===== config.mk =====
export PLATFORM = sky130hd
export DESIGN_NAME = pdtw_ram
export DESIGN_NICKNAME = d
export VERILOG_FILES = /design/src/pdtw_ram.sv
export SDC_FILE = /design/constraint.sdc
export NUM_CORES = 2
export LEC_CHECK = 0
export ABC_AREA = 1
export BUFFER_PORTS_ARGS = -buffer_cell sky130_fd_sc_hd__buf_4
export CAP_MARGIN = 20
export CELL_PAD_IN_SITES_DETAIL_PLACEMENT = 0
export CELL_PAD_IN_SITES_GLOBAL_PLACEMENT = 2
export CORE_MARGIN = 3
export CORE_UTILIZATION = 42
export CTS_BUF_LIST = sky130_fd_sc_hd__clkbuf_8
export CTS_CLUSTER_SIZE = 12
export DETAILED_ROUTE_END_ITERATION = 8
export PLACE_DENSITY = 0.78
export SLEW_MARGIN = 25
export SYNTH_ARGS = -nofsm -noshare
export SYNTH_HDL_FRONTEND = slang
export SYNTH_SLANG_ARGS = --single-unit

===== constraint.sdc =====
create_clock -name clk -period 2.05 [get_ports clk]
set_clock_uncertainty 0.15 [all_clocks]
set_input_delay 0.3075 -clock clk [delete_from_list [all_inputs] [get_ports clk]]
set_output_delay 0.3075 -clock clk [all_outputs]
set_load 0.005 [all_outputs]

===== src/pdtw_ram.sv =====
module pdtw_ram #(
    parameter int WIDTH = 8,
    parameter int DEPTH = 256
) (
    input  logic                     clk,
    input  logic                     wr_en,
    input  logic [$clog2(DEPTH)-1:0] wr_addr,
    input  logic [WIDTH-1:0]         wr_data,
    input  logic                     rd_en,
    input  logic [$clog2(DEPTH)-1:0] rd_addr,
    output logic [WIDTH-1:0]         rd_data
);
    logic [WIDTH-1:0] mem [DEPTH];

    // one write port, one registered read port
    always_ff @(posedge clk)
    begin
        if (wr_en)
        begin
            mem[wr_addr] <= wr_data;
        end
        if (rd_en)
        begin
            rd_data <= mem[rd_addr];
        end
    end
endmodule

== Yosys cells after proc, flatten, opt, wreduce, memory -nomap -nowiden ==
Memories as Yosys holds them, arrays and structs flattened. A register that Yosys moved wholly into a read port is not among the register bits.
Cells that the tools add are included.

* Bits in registers: 0
* Memory bits (writable): 2048
* Input port bits: 27
* Output and inout port bits: 8
* Logic and storage cells: 3
* Memories kept: 1

{| class="wikitable"
|+ Memory list
! name !! depth !! width !! read ports !! clocked after Yosys merged registers in !! write ports !! line !! source
|-
| mem || 256 || 8 || 1 || 1 || 1 || 13 || <nowiki>logic [WIDTH-1:0] mem [DEPTH];</nowiki>
|}

* Multiplexer cells: 2

{| class="wikitable"
|+ Operators by type and width
! cell !! number
|-
| 1-bit 2-to-1 mux || 2
|}

== Depth between registers and ports, before layout ==
* Depth in word-level cells: 2
* Depth in mapped cells: 15
* Depth with buffers taken out: 11

== Least setup slack after synthesis ==
Ideal clock, no wire load.

* Path kind: input port to flip-flop
* Start: in wr_en
* End: mem mem[162][0] (enable)
* Setup time: 370 ps
* Arrival time: 1429 ps
* Required time: 1530 ps
* Slack: 101 ps
* Stages on the path: 4
* Buffers on the path: 2
* Cell sequence: clkbuf_1 nand3_1 clkbuf_1 nor2_1

* Cells in the longest elaborated chain, start to end: 2

{| class="wikitable"
|+ RTL lines
! element !! line !! source
|-
| start: declaration || 6 || <nowiki>input logic wr_en,</nowiki>
|-
| 1-bit 2-to-1 mux || 18 || <nowiki>if (wr_en)</nowiki>
|-
| 1-bit 2-to-1 mux (not written as such) || 20 || <nowiki>mem[wr_addr] <= wr_data;</nowiki>
|-
| end: declaration || 13 ||
|}

Every way passes these cells.

== Worst setup path in the final report ==
* Start: reg rd_data[6] (read register of mem)
* End: out rd_data[6]

{| class="wikitable"
|+ RTL lines
! element !! line !! source
|-
| start: declaration || 11 || <nowiki>output logic [WIDTH-1:0] rd_data</nowiki>
|}

No word-level cell between the ends.

==> run_results.csv <==
group,metric,value,unit
power_and_ir_drop,swShare,0.242,
timing,setup_viol,8,
worst_setup_path,critPathLaunchType,"flip-flop",
power_and_ir_drop,p_sw,0.0209,W
logic_synthesis,synth_top_cell_area_share,0.740,
cts,htree_num_levels,5,
logic_synthesis,yosysTopAreaCell,"edfxtp_1",
floorplan,row_count,163,
timing,hold_viol_final,0,
placement,place_congestion,0.866,
cts,insertion_delay,1.09,ns
run,maxCapViolCount,0,
floorplan,ios,35,
floorplan,initial_core_util,0.423,
power_and_ir_drop,seq_power_share,0.538,
worst_setup_path,crit_slowest_cell,"edfxtp_1",
placement,pre_cts_ws,-0.964,ns
power_and_ir_drop,leakagePower,36.3,nW
timing,fin_ws,-0.248,ns
logic_synthesis,synthesis.nets,7030,
layout,area_growth,19.3,%
cts,tritoncts,"yes",
timing,slew_headroom,0.569,
cts,clock_sinks,2056,
min_path,hp-class,"in2reg",
route,drc,0,
worst_setup_path,crit_type,"reg2out",
power_and_ir_drop,internal-power,0.0655,W
route,drt_pass1_iterations,6,
route,first_iter_violations,5717,
timing,fmax,0.435,GHz
global_route,grt_max_degree,89,
power_and_ir_drop,combPwrFrac,0.075,
power_and_ir_drop,power_frac_clock,0.387,
logic_synthesis,ys_types,13,
placement,port_buffers,34,
cts,clock-root-buffer,"clkbuf_8",
floorplan,die_w,452,µm
global_route,gr-total-overflow,0,
global_route,grt_use_total,0.247,
layout,final_cell_mix,"nand2_1, edfxtp_1, nand3_1",
worst_setup_path,path_cells,"buf_6",
floorplan,fp.dieArea,204000,µm²
logic_synthesis,syn_avg_cell_area,11.9,µm²
logic_synthesis,synth-seq-cells,2056,
layout,drive_gt1_frac,0.160,
route,num_vias,57200,
route,post_drt_wl_per_cell,24.1,µm
logic_synthesis,synth.cell_area,83500,µm²
timing,worstMarginPinSlew,0.644,ns
worst_setup_path,path_delay_family,"flip-flops",
worst_setup_path,cp.arrival,1.84,ns
cts,clk_pin_slew,0.07,ns
status,violations,"setup timing",
layout,layout.cells.most_common,"nand2_1",
worst_setup_path,crit_fanout,1,
cts,cts_buffers,361,
logic_synthesis,yosys_warnings,0,
cts,clockBufferDepth,4,
logic_synthesis,yosysSeqAreaShare,0.740,
timing,grt_setup_unrepaired,"yes",
worst_setup_path,cpPeakStageDelay,0.59,ns
timing,min_period_over_period,1.12,
global_route,grt_pass1_vias,55500,
floorplan,coreArea,197000,µm²
layout,nets,7716,
logic_synthesis,syn_inst,7003,
worst_setup_path,required,1.59,ns
power_and_ir_drop,power,0.0864,W
status,status,"complete, but fails checks",
timing,final_max_slew_viol_count,0,
floorplan,die_h,452,µm
route,viasPerCell,5.40,
power_and_ir_drop,max-vdd-ir-drop,680,µV
power_and_ir_drop,power_density,867,nW/µm²
global_route,antenna_found_initial,12,
worst_setup_path,end_kind,"output port",
route,wirelength,255,mm
placement,place_hpwl,161,mm
logic_synthesis,yosys-top-cells-area,"edfxtp_1, nand3_1, nand2_1, buf_2, nor2_1",
global_route,grt_pass1_wl,374,mm
worst_setup_path,path_buf_inv,1,
timing,finalCriticalPeriod,2.30,ns
route,antenna_left,0,
layout,nFillCells,17400,
state kept, by name, summed over array words and instances (netlist names):
signal	count
rd_data	8
mem	2048
cell families after synthesis:
kind of cell,synth area share
and+or+nand+nor,0.229
DFF,0.740
buffers and inverters,0.0312
cells in the mapped netlist (all sizes together):
cell / instances
inv: 39
nand3: 2019
edfxtp: 2056
nor2: 283
nand2: 2123
clkbuf: 112
buf: 371
final cells by class:
class / instances / area, µm² / area share
tap: 2640 / 3300 / 0.0332
clock inverter: 250 / 1120 / 0.0112
multi-input combinational: 4425 / 19500 / 0.196
clock buffer: 368 / 5060 / 0.0509
antenna: 5 / 12.5 / 0.000126
timing repair buffer: 806 / 8640 / 0.0868
inverter: 39 / 183 / 0.00183
sequential: 2056 / 61700 / 0.620
metrics by stage:
stage | cells | util | hold slack, ns | instance area, µm² | TNS (ns)
3_5_place_dp | 9938 | 0.470 | 0.494 | 92700 | -7.34
2_1_floorplan | 7003 | - | 0.256 | 83500 | 0
4_1_cts | 10600 | 0.503 | 0.00246 | 99300 | -2.50
6_report | 10600 | 0.504 | 0.0419 | 99600 | -1.13
3_3_place_gp | 9938 | 0.470 | 0.493 | 92700 | -7.48
5_1_grt | 10600 | 0.504 | 0.0142 | 99600 | -1.63
tightest hold or removal path: cells and delay by family:
family	cells	cell delay, ns
buffers and inverters	4	0.57
AND/OR/NAND/NOR	3	0.20
power groups by stage:
| stage | logic (W) | clock network, W | registers, W |
|---|---|---|---|
| 3_5_place_dp | 0.00639 | 0 | 0.0473 |
| 5_1_grt | 0.00700 | 0.0361 | 0.0464 |
| 2_1_floorplan | 0.00286 | 0 | 0.0473 |
| 4_1_cts | 0.00648 | 0.0342 | 0.0464 |
| 6_report | 0.00650 | 0.0334 | 0.0464 |
| 3_3_place_gp | 0.00637 | 0 | 0.0473 |
repair_timing:
item	in CTS	in global routing
buffers inserted	0	0
pin swaps	0	1
setup endpoints to repair	14	274
endpoints found under the hold margin	2996	0
hold buffers	29	0
gates resized for setup	24	52
routing by layer:
layer	part of all wire	up-vias	global-route usage
met3	0.065	478	0.0380
met1	0.43	28300	0.341
met5	0	-	0
met4	0.038	0	0.0974
met2	0.47	2058	0.395
li1	-	26300	-
final timing paths:
path / from / end / slack, ns / cells past startpoint
min reg2reg: mem[62][1] / rd_data[1] / 0.97 / 10
max reg2reg: mem[247][0] / rd_data[0] / 0.05 / 10
min: wr_addr[0] / mem[192][7] / 0.04 / 7
max: rd_data[6] / rd_data[6] / -0.25 / 1
Power figures use the tool's default switching activity.
